**config.mk**
```make
export PLATFORM = sky130hd
export DESIGN_NAME = command_watchdog_failsafe_landing
export DESIGN_NICKNAME = d
export VERILOG_FILES = /design/src/hdl/cwfl_pkg.sv /design/src/hdl/command_watchdog_failsafe_landing.sv
export SDC_FILE = /design/constraint.sdc
export NUM_CORES = 1
export LEC_CHECK = 0
export BUFFER_PORTS_ARGS = -buffer_cell sky130_fd_sc_hd__buf_4
export CAP_MARGIN = 10
export CORE_MARGIN = 5
export CORE_UTILIZATION = 29
export DETAILED_ROUTE_END_ITERATION = 7
export HOLD_SLACK_MARGIN = 0.1
export PLACE_DENSITY = 0.56
export SLEW_MARGIN = 20
export SYNTH_ARGS = -nofsm -noshare
export SYNTH_HDL_FRONTEND = slang
export SYNTH_SLANG_ARGS = --single-unit
```
**constraint.sdc**
```tcl
create_clock -name clk -period 3.51 [get_ports clk]
set_input_delay 0.1755 -clock clk [delete_from_list [all_inputs] [get_ports clk]]
set_output_delay 0.1755 -clock clk [all_outputs]
set_load 0.05 [all_outputs]
```
**src/hdl/cwfl_pkg.sv**
```systemverilog
// types and constants shared by the command watchdog failsafe landing block
`default_nettype none

package cwfl_pkg;

	localparam int unsigned WdW      = 13;
	localparam int unsigned ThrustW  = 8;
	localparam int unsigned ElapsedW = 17;
	localparam int unsigned PeriodW  = 8;
	localparam int unsigned CfgIdxW  = 3;
	localparam int unsigned CfgDataW = 17;

	localparam logic [WdW-1:0]      TimeoutRst  = WdW'(4000);
	localparam logic [ThrustW-1:0]  ThrustRst   = ThrustW'(74);
	localparam logic [ElapsedW-1:0] DurationRst = ElapsedW'(23000);
	localparam logic [PeriodW-1:0]  PeriodRst   = PeriodW'(83);

	typedef enum logic [CfgIdxW-1:0] {
		CFG_MONITOR_ENABLE = 3'd0,
		CFG_CMD_TIMEOUT    = 3'd1,
		CFG_LANDING_THRUST = 3'd2,
		CFG_LANDING_DUR    = 3'd3,
		CFG_CMD_PERIOD     = 3'd4
	} cfg_idx_t;

	typedef struct packed {
		logic tick;
		logic kick;
		logic emergency_request;
	} in_item_t;

	typedef struct packed {
		logic               send_command;
		logic [ThrustW-1:0] thrust;
		logic               landing_active;
		logic               became_active;
		logic               landing_finished;
	} out_item_t;

endpackage

`default_nettype wire

```
**src/hdl/command_watchdog_failsafe_landing.sv**
```systemverilog
// command watchdog with failsafe landing sequence, top level
// an accepted item sits in the input register; its result enters the output register when it advances
// throughput: one item per cycle; an input register and an output register with stall on both
// sides, so a new item is taken while a finished result still waits
// reset: arst_n clears all counters, latch, landing state and valid flags; config goes to defaults
`default_nettype none

module command_watchdog_failsafe_landing (
	input  wire logic                                clk,
	input  wire logic                                arst_n,
	input  wire logic                                cfg_we,
	input  wire logic [cwfl_pkg::CfgIdxW-1:0]        cfg_index,
	input  wire logic [cwfl_pkg::CfgDataW-1:0]       cfg_data,
	input  wire logic                                in_valid,
	output logic                                     in_stall,
	input  wire cwfl_pkg::in_item_t                  in_item,
	output logic                                     out_valid,
	input  wire logic                                out_stall,
	output cwfl_pkg::out_item_t                      out_item
);
	import cwfl_pkg::*;

	// configuration
	logic                monitor_enable_q;
	logic [WdW-1:0]      timeout_q;
	logic [ThrustW-1:0]  thrust_q;
	logic [ElapsedW-1:0] duration_q;
	logic [PeriodW-1:0]  period_q;

	// block state
	logic [WdW-1:0]      wd_count_q;
	logic                req_latch_q;
	logic                landing_on_q;
	logic [ElapsedW-1:0] elapsed_q;
	logic [PeriodW-1:0]  period_count_q;

	// input stage
	logic     valid_s1;
	in_item_t item_s1;

	logic advance;
	logic in_accept;

	logic [WdW-1:0]      wd_next;
	logic                latch_next;
	logic                landing_next;
	logic [ElapsedW-1:0] elapsed_next;
	logic [PeriodW-1:0]  pcount_next;
	logic [PeriodW-1:0]  period_eff;
	out_item_t           result;

	assign advance   = valid_s1 && (!out_valid || !out_stall);
	assign in_stall  = valid_s1 && !advance;
	assign in_accept = in_valid && !in_stall;

	always_ff @(posedge clk or negedge arst_n) begin
		if (!arst_n) begin
			monitor_enable_q <= 1'b0;
			timeout_q        <= TimeoutRst;
			thrust_q         <= ThrustRst;
			duration_q       <= DurationRst;
			period_q         <= PeriodRst;
		end else if (cfg_we) begin
			case (cfg_index)
				CFG_MONITOR_ENABLE: monitor_enable_q <= cfg_data[0];
				CFG_CMD_TIMEOUT:    timeout_q        <= cfg_data[WdW-1:0];
				CFG_LANDING_THRUST: thrust_q         <= cfg_data[ThrustW-1:0];
				CFG_LANDING_DUR:    duration_q       <= cfg_data[ElapsedW-1:0];
				CFG_CMD_PERIOD:     period_q         <= cfg_data[PeriodW-1:0];
				default: ;
			endcase
		end
	end

	always_comb begin
		period_eff   = (period_q == '0) ? PeriodW'(1) : period_q;
		latch_next   = req_latch_q || item_s1.emergency_request;
		landing_next = landing_on_q;
		elapsed_next = elapsed_q;
		pcount_next  = period_count_q;
		result       = '0;

		if (item_s1.kick) begin
			wd_next = '0;
		end else if (item_s1.tick && (wd_count_q != '1)) begin
			wd_next = wd_count_q + WdW'(1);
		end else begin
			wd_next = wd_count_q;
		end

		if (item_s1.tick) begin
			if (landing_on_q) begin
				if (elapsed_q != '1) begin
					elapsed_next = elapsed_q + ElapsedW'(1);
				end
				pcount_next = period_count_q + PeriodW'(1);
				// period boundary: keep commanding or end the landing
				if (pcount_next >= period_eff) begin
					pcount_next = '0;
					if (elapsed_next < duration_q) begin
						result.send_command = 1'b1;
					end else begin
						landing_next            = 1'b0;
						result.landing_finished = 1'b1;
					end
				end
			end else if (monitor_enable_q && (latch_next || (wd_next > timeout_q))) begin
				latch_next           = 1'b0;
				landing_next         = 1'b1;
				elapsed_next         = '0;
				pcount_next          = '0;
				result.became_active = 1'b1;
				result.send_command  = 1'b1;
			end
		end

		result.thrust         = result.send_command ? thrust_q : '0;
		result.landing_active = landing_next;
	end

	always_ff @(posedge clk or negedge arst_n) begin
		if (!arst_n) begin
			valid_s1       <= 1'b0;
			out_valid      <= 1'b0;
			wd_count_q     <= '0;
			req_latch_q    <= 1'b0;
			landing_on_q   <= 1'b0;
			elapsed_q      <= '0;
			period_count_q <= '0;
		end else begin
			if (in_accept) begin
				valid_s1 <= 1'b1;
			end else if (advance) begin
				valid_s1 <= 1'b0;
			end
			if (advance) begin
				out_valid      <= 1'b1;
				wd_count_q     <= wd_next;
				req_latch_q    <= latch_next;
				landing_on_q   <= landing_next;
				elapsed_q      <= elapsed_next;
				period_count_q <= pcount_next;
			end else if (!out_stall) begin
				out_valid <= 1'b0;
			end
		end
	end

	always_ff @(posedge clk) begin
		if (in_accept) begin
			item_s1 <= in_item;
		end
		if (advance) begin
			out_item <= result;
		end
	end

	// a landing cannot start and end on the same item
	a_start_end_excl: assert property (@(posedge clk) disable iff (!arst_n)
		out_valid |-> !(out_item.became_active && out_item.landing_finished))
		else $error("start and finish pulses together");

	// no thrust without a command
	a_thrust_zero: assert property (@(posedge clk) disable iff (!arst_n)
		(out_valid && !out_item.send_command) |-> (out_item.thrust == '0))
		else $error("thrust without command");

	// a start always commands and leaves the landing active
	a_start_cmd: assert property (@(posedge clk) disable iff (!arst_n)
		(out_valid && out_item.became_active) |->
			(out_item.send_command && out_item.landing_active))
		else $error("start without command or active flag");

	// state register tracks what the last result reported
	a_state_match: assert property (@(posedge clk) disable iff (!arst_n)
		advance |=> (landing_on_q == out_item.landing_active))
		else $error("landing state differs from reported flag");

endmodule

`default_nettype wire
```
==> results of run 1 <==
-- layout make-up --
| class | instances | area (sq um) |
|---|---|---|
| clock buffers | 9 | 225 |
| clock inverters | 7 | 98.8 |
| fillers | 2068 | 12500 |
| inverters | 56 | 210 |
| multi-input cells | 428 | 3140 |
| flip-flops and latches | 104 | 2700 |
| well taps | 270 | 338 |
| repair buffers | 136 | 1110 |
-- state kept, by name (all words and copies together) (netlist names) --
signal            flops
period_count_q        8
valid_s1              1
out_valid             1
period_q              8
monitor_enable_q      1
duration_q           17
item_s1               3
wd_count_q           13
req_latch_q           1
landing_on_q          1
out_item             12
thrust_q              8
elapsed_q            17
timeout_q            13
-- worst min path at each step --
stage | from | end | slack (ns)
4_1_cts | cfg_data[0] | period_q[0]$_DFFE_PN1P_ | 0.12
3_3_place_gp | arst_n | thrust_q[5]$_DFFE_PN0P_ | 0.27
3_5_place_dp | arst_n | thrust_q[5]$_DFFE_PN0P_ | 0.27
5_1_grt | cfg_data[0] | thrust_q[0]$_DFFE_PN0P_ | 0.12
2_1_floorplan | arst_n | duration_q[0]$_DFFE_PN0P_ | -0.12
6_report | cfg_data[0] | period_q[0]$_DFFE_PN1P_ | 0.13
-- layout by cell type, fill, tap and decap left out, types with 15 or more instances in the layout --
cell type	n
nand3_1	21
ha_1	40
xnor2_1	19
edfxtp_1	15
dfstp_2	21
nand2_1	62
a21oi_1	19
nor2b_1	15
dfrtp_1	68
dlygate4sd3_1	22
nor2_1	32
o21ai_0	46
buf_4	109
inv_1	55
mux2_2	33
-- metrics by stage --
| step | cells | area [sq um] | power [mW] | setup WS (ns) |
|---|---|---|---|---|
| 4_1_cts | 1006 | 7680 | 4.40 | 0.00122 |
| 3_3_place_gp | 966 | 7080 | 3.22 | -0.0486 |
| 5_1_grt | 1010 | 7830 | 4.73 | -0.248 |
| 3_5_place_dp | 966 | 7080 | 3.24 | -0.104 |
| 6_report | 1010 | 7830 | 4.40 | -0.0180 |
| 2_1_floorplan | 607 | 6000 | 2.74 | 0.105 |
-- timing repair --
| action | in CTS | in global routing |
|---|---|---|
| hold buffers | 22 | 0 |
| setup endpoints to repair | 29 | 37 |
| cloned | 0 | 2 |
| hold endpoints to repair | 80 | 0 |
| pin swaps | 6 | 4 |
| gates resized for setup | 9 | 18 |
| buffers inserted | 2 | 3 |
-- power by group through the flow --
stage          logic (mW)  registers (mW)  clock network, mW
2_1_floorplan        1.02            1.72                  0
3_3_place_gp         1.56            1.66                  0
3_5_place_dp         1.58            1.67                  0
4_1_cts              1.61            1.65               1.14
5_1_grt              1.87            1.68               1.17
6_report             1.66            1.65               1.10
-- critical path: cells and delay by family (launching register included) --
| kind | cells | cell delay (ns) |
|---|---|---|
| flip-flops | 1 | 0.35 |
| AO/OA/AOI/OAI | 5 | 1.04 |
| XOR/XNOR | 1 | 0.16 |
| AND/OR/NAND/NOR | 6 | 0.89 |
| multiplexers | 1 | 0.33 |
| buffers and inverters | 2 | 0.30 |
| adder cells (fa/ha/maj) | 1 | 0.33 |
-- layer usage --
metal	track usage [%]	vias to the layer above	wire length (um)
met4	2.31	0	105
met5	0	-	0
met2	19.5	71	6570
met3	3.29	11	583
li1	-	2406	-
met1	18.7	2304	7590
-- cells by family (layout without fill, tap and decap cells) --
| family | after synthesis | in the layout | share of synthesized area (%) |
|---|---|---|---|
| and+or+nand+nor | 199 | 199 | 16.9 |
| AOI/OAI and AO/OA | 123 | 123 | 13.7 |
| DFF | 104 | 104 | 45.0 |
| buffers and inverters | 75 | 208 | 4.96 |
| adders and majority gates | 40 | 40 | 8.34 |
| muxes | 37 | 37 | 6.86 |
| xor gates and xnor gates | 29 | 29 | 4.23 |
==> impl_metrics.ini, run 1 <==
[logic_synthesis]
syn_inst = 607
yosys.cell_count.top_type = dfrtp_1
syn_area_sq_um = 6000
synth_cell_types = 65
netlist_top_cells_count = 68 x dfrtp_1, 63 x nand2_1, 55 x inv_1
synth_edf_count = 15
synth_seq_cells = 104
synth.area.top_cells = dfrtp_1 28%, dfstp_2 9.2%, ha_1 8.3%, edfxtp_1 7.5%, mux2_2 6.2%
yosys.area.top_type = dfrtp_1
yosys.area.top_type_share_pct = 28.3
synth_ff_type = dfrtp_1
ys_async_sr_fraction_pct = 85.6
syn_nets = 675
yosys_warnings = 0
seq_area_frac_synth_pct = 45.0
avgSynthCellArea_sq_um = 9.89

[worst_setup_path]
crit_arrival_ns = 3.77
worstPathRequired_ns = 3.75
reg2reg_depth = 16
critPathMaxStageDelay_ns = 0.36
r2r-start = wd_count_q[7]$_DFFE_PN0P_
regToRegEndpoint = period_count_q[0]$_DFFE_PN0P_
critPathSlowestCell = a311oi_2
critPathKind = reg2reg
worstPathCellList = nand4_1, nor3_2, buf_4, a31oi_2, nand4_1, xor2_1, nor2_1, ha_1, nand3_1, o21bai_1, a311oi_2, a2111oi_4, o211a_1, nor2_4, buf_12, mux2_2
rrSetupSlack_ns = -0.02
critPathMaxFanout = 8
setup.worst_path.start_class = flop
cp-endpoint = period_count_q[0]$_DFFE_PN0P_
crit_start = wd_count_q[7]$_DFFE_PN0P_
timing.critical_path.mode_cell = nand4_1
endpoint_kind = flop

[sta]
max-slew-margin-rel_pct = 28.9
worst_pin_slew_ns = 1.06
skew_ns = 0.00968
fin_crit_sh_pct = 101
grt_setup_unrepaired = true
slew_viol_final = 0
whs_ns = 0.128
tns_ns = -0.0459
setup_viol_count_final = 5
hold_viol = 0
fmax_mhz = 283
fin_crit_ns = 3.53
timing.final.ws_setup_ns = -0.0180

[power]
combPwrFrac_pct = 37.7
p_per_area_nw_per_um2 = 563
ir_drop_mv = 0.294
power.switching_mw = 1.57
intPower_mw = 2.84
leakagePower_nw = 3.47
clkPwrFrac_pct = 24.9
sw_frac_of_total_pct = 35.6
p_seq_share_pct = 37.4

[grt]
antenna_found_initial = 0
track_usage_pct = 12.8
grt_max_degree = 53
grt_remaining_overflow = 0
grt_pass1_vias = 4780
grt_pass1_wl_mm = 24.8

[floorplan]
start_util_pct = 29.6
fp.dieH_um = 154
die_width_um = 154
pin_count = 42
coreArea_sq_um = 20300
die_area_sq_um = 23700
rows = 52

[detailed_routing]
drc_errors = 0
via_per_inst = 4.74
firstDrtPassIters = 6
initialDrtViolationCount = 200
wirelength_mm = 14.9
via_count = 4792
wl_per_cell_um = 14.7
postRouteAntennaNets = 0

[clock_tree]
clk_latency_ns = 0.36
cts_sinks = 104
cts_buffer_depth = 2
numCtsBuffers = 9
cts_max_level = 3
cts_root_buf = clkbuf_16
cts_tree = yes
path_clk_slew_ns = 0.08

[hold_path]
hp-class = in2reg
min_path_cells = 2

[finish]
final_nets = 803
drive_above_1_share_pct = 29.2
diodes = 0
finish.utilization_pct = 38.6
areaGrowthSynthToFinish_pct = 30.4

[job]
drv_cap = 0

[outcome]
failed_checks = negative setup slack
status = finished with violations

[placed_design]
io_buffers = 41
dp_hpwl_mm = 10.8
gp_congestion = 0.814
Note: power is estimated with default switching activity, not from simulation.
==> inputs of run 2 (changes only) <==
--- a/config.mk
+++ b/config.mk
@@ -10,6 +10,7 @@
 export CORE_MARGIN = 5
 export CORE_UTILIZATION = 29
 export DETAILED_ROUTE_END_ITERATION = 7
+export GPL_TIMING_DRIVEN = 0
 export HOLD_SLACK_MARGIN = 0.1
 export PLACE_DENSITY = 0.56
 export SLEW_MARGIN = 20
==> run 2 against run 1 <==
Effect of this change:
- the run still ends with negative setup slack left
- worst setup slack got worse by 0.17 ns
- sequential share of layout area increased by 1.4 points
- utilization decreased by 1.5 points
- first-iteration DRC count increased by 24%
- clock-buffer cell count unchanged
- clock power decreased by 6%
- critical path type unchanged
==> impl_metrics.ini, run 2 (synthesized netlist as in run 1, its figures left out) <==
[outcome]
failed_checks = negative setup slack
status = finished with violations

[finish]
multi_input_area_sq_um = 3180
drive_above_1_share_pct = 24.9
fin_area_sq_um = 7530
largest_registers = duration_q x17, elapsed_q x17
seq_area_sq_um = 2710
final_cell_mix = 67 x dfrtp_1, 62 x nand2_1, 55 x inv_1
diodes = 0
layout_commonest_cell = dfrtp_1
final_nets = 767
areaGrowthSynthToFinish_pct = 25.4
fin_cells = 974
fillers = 2049

[worst_setup_path]
worstPathRequired_ns = 3.76
regToRegEndpoint = period_count_q[4]$_DFFE_PN0P_
critPathKind = reg2reg
reg2reg_depth = 15
rrSetupSlack_ns = -0.19
setup.worst_path.start_class = flop
critPathMaxFanout = 7
r2r-start = wd_count_q[0]$_DFFE_PN0P_
crit_arrival_ns = 3.96
endpoint_kind = flop

[grt]
grt_max_degree = 90
grt_pass1_vias = 4596
grt_pass1_wl_mm = 24.1
track_usage_pct = 12.5
grt_remaining_overflow = 0
antenna_found_initial = 0

[power]
p_per_area_nw_per_um2 = 567
clkPwrFrac_pct = 24.1
ir_drop_mv = 0.309
combPwrFrac_pct = 36.9
intPower_mw = 2.72
p_seq_share_pct = 39.0
sw_frac_of_total_pct = 36.4
leakagePower_nw = 3.27
power.switching_mw = 1.55

[placed_design]
io_buffers = 41
pre_cts_slack_ns = -0.691
gp_congestion = 0.782
placed_area_sq_um = 6650
dp_hpwl_mm = 10.0
placed_cells = 918

[sta]
hold_viol = 0
grt_setup_unrepaired = true
setup_viol_count_final = 33
skew_ns = 0.00863
worst_pin_slew_ns = 1.10
fin_crit_sh_pct = 105
fin_crit_ns = 3.70
slew_viol_final = 0
fmax_mhz = 270
max-slew-margin-rel_pct = 26.3
timing.final.ws_setup_ns = -0.192

[clock_tree]
cts_sinks = 104
cts_max_level = 3
path_clk_slew_ns = 0.08
cts_root_buf = clkbuf_16
numCtsBuffers = 9
cts_tree = yes
cts_buffer_depth = 2
clk_latency_ns = 0.36

[detailed_routing]
wirelength_mm = 14.4
wl_per_cell_um = 14.8
drc_errors = 0
postRouteAntennaNets = 0
initialDrtViolationCount = 247
firstDrtPassIters = 4
via_per_inst = 4.77
via_count = 4644

[floorplan]
pin_count = 42
die_area_sq_um = 23700
start_util_pct = 29.6
rows = 52
die_width_um = 154
coreArea_sq_um = 20300
fp.dieH_um = 154

[hold_path]
hp-class = in2reg
min_path_cells = 4
holdPathEnd = period_q[6]$_DFFE_PN1P_
min_from = cfg_index[0]

[job]
drv_cap = 0
## run 2: metal layers
layer  global-route usage [%]  up-vias  wire [um]
li1                         -     2326          -
met1                     18.2     2240       7500
met2                     18.9       65       6320
met3                     3.12       13        467
met4                     2.35        0        140
met5                        0        -          0
## run 2: power by group through the flow
stage | logic, mW | clock network (mW) | registers, mW
5_1_grt | 1.77 | 1.10 | 1.70
4_1_cts | 1.56 | 1.07 | 1.67
6_report | 1.58 | 1.03 | 1.66
2_1_floorplan | 1.02 | 0 | 1.72
3_5_place_dp | 1.45 | 0 | 1.69
3_3_place_gp | 1.42 | 0 | 1.68
## run 2: timing repair
action	CTS	global route
pin swaps	14	6
resized for setup	35	13
buffers inserted	9	8
hold buffers	23	0
setup endpoints to repair	38	38
endpoints found under the hold margin	113	0
## run 2: worst max-delay path by stage
stage	from	end	cells past startpoint
final	wd_count_q[0]$_DFFE_PN0P_	period_count_q[4]$_DFFE_PN0P_	15
after global routing	wd_count_q[0]$_DFFE_PN0P_	elapsed_q[5]$_DFFE_PN0P_	14
after CTS	wd_count_q[1]$_DFFE_PN0P_	period_count_q[4]$_DFFE_PN0P_	15
after detailed placement	wd_count_q[4]$_DFFE_PN0P_	out_item[3]$_SDFFCE_PN0P_	14
after global placement	wd_count_q[4]$_DFFE_PN0P_	out_item[6]$_SDFFCE_PN0P_	14
after floorplan	wd_count_q[0]$_DFFE_PN0P_	period_count_q[0]$_DFFE_PN0P_	14
## run 2: final cells by class
cell class	count	area share [%]
Clock inverter	7	0.931
Tap cell	270	4.49
Sequential cell	104	35.9
Buffer	19	1.31
Multi-Input combinational cell	428	42.2
Timing Repair Buffer	81	9.36
Clock buffer	9	2.99
Inverter	56	2.79
## run 2: worst max-delay path: stages (launching register included)
cell and delay (ns):
dfrtp_1 0.37, ha_2 0.20, nand4_1 0.16, o41ai_4 0.48, nor2_4 0.09, and3_4 0.20, xnor2_2 0.11, nor2_1 0.06
ha_1 0.32, nand4_1 0.23, a311oi_2 0.40, a2111oi_4 0.10, o211a_4 0.27, nor2_4 0.14, buf_8 0.16, mux2_4 0.30
## run 2: metrics by stage
step | power, mW | utilization, % | hold WS, ns | TNS, ns
5_1_grt | 4.58 | 37.1 | 0.184 | -9.93
3_5_place_dp | 3.13 | 32.8 | 0.338 | -19.31
3_3_place_gp | 3.10 | 32.8 | 0.354 | -20.35
6_report | 4.27 | 37.1 | 0.165 | -4.03
2_1_floorplan | 2.74 | - | -0.120 | 0
4_1_cts | 4.29 | 36.5 | 0.144 | -3.74
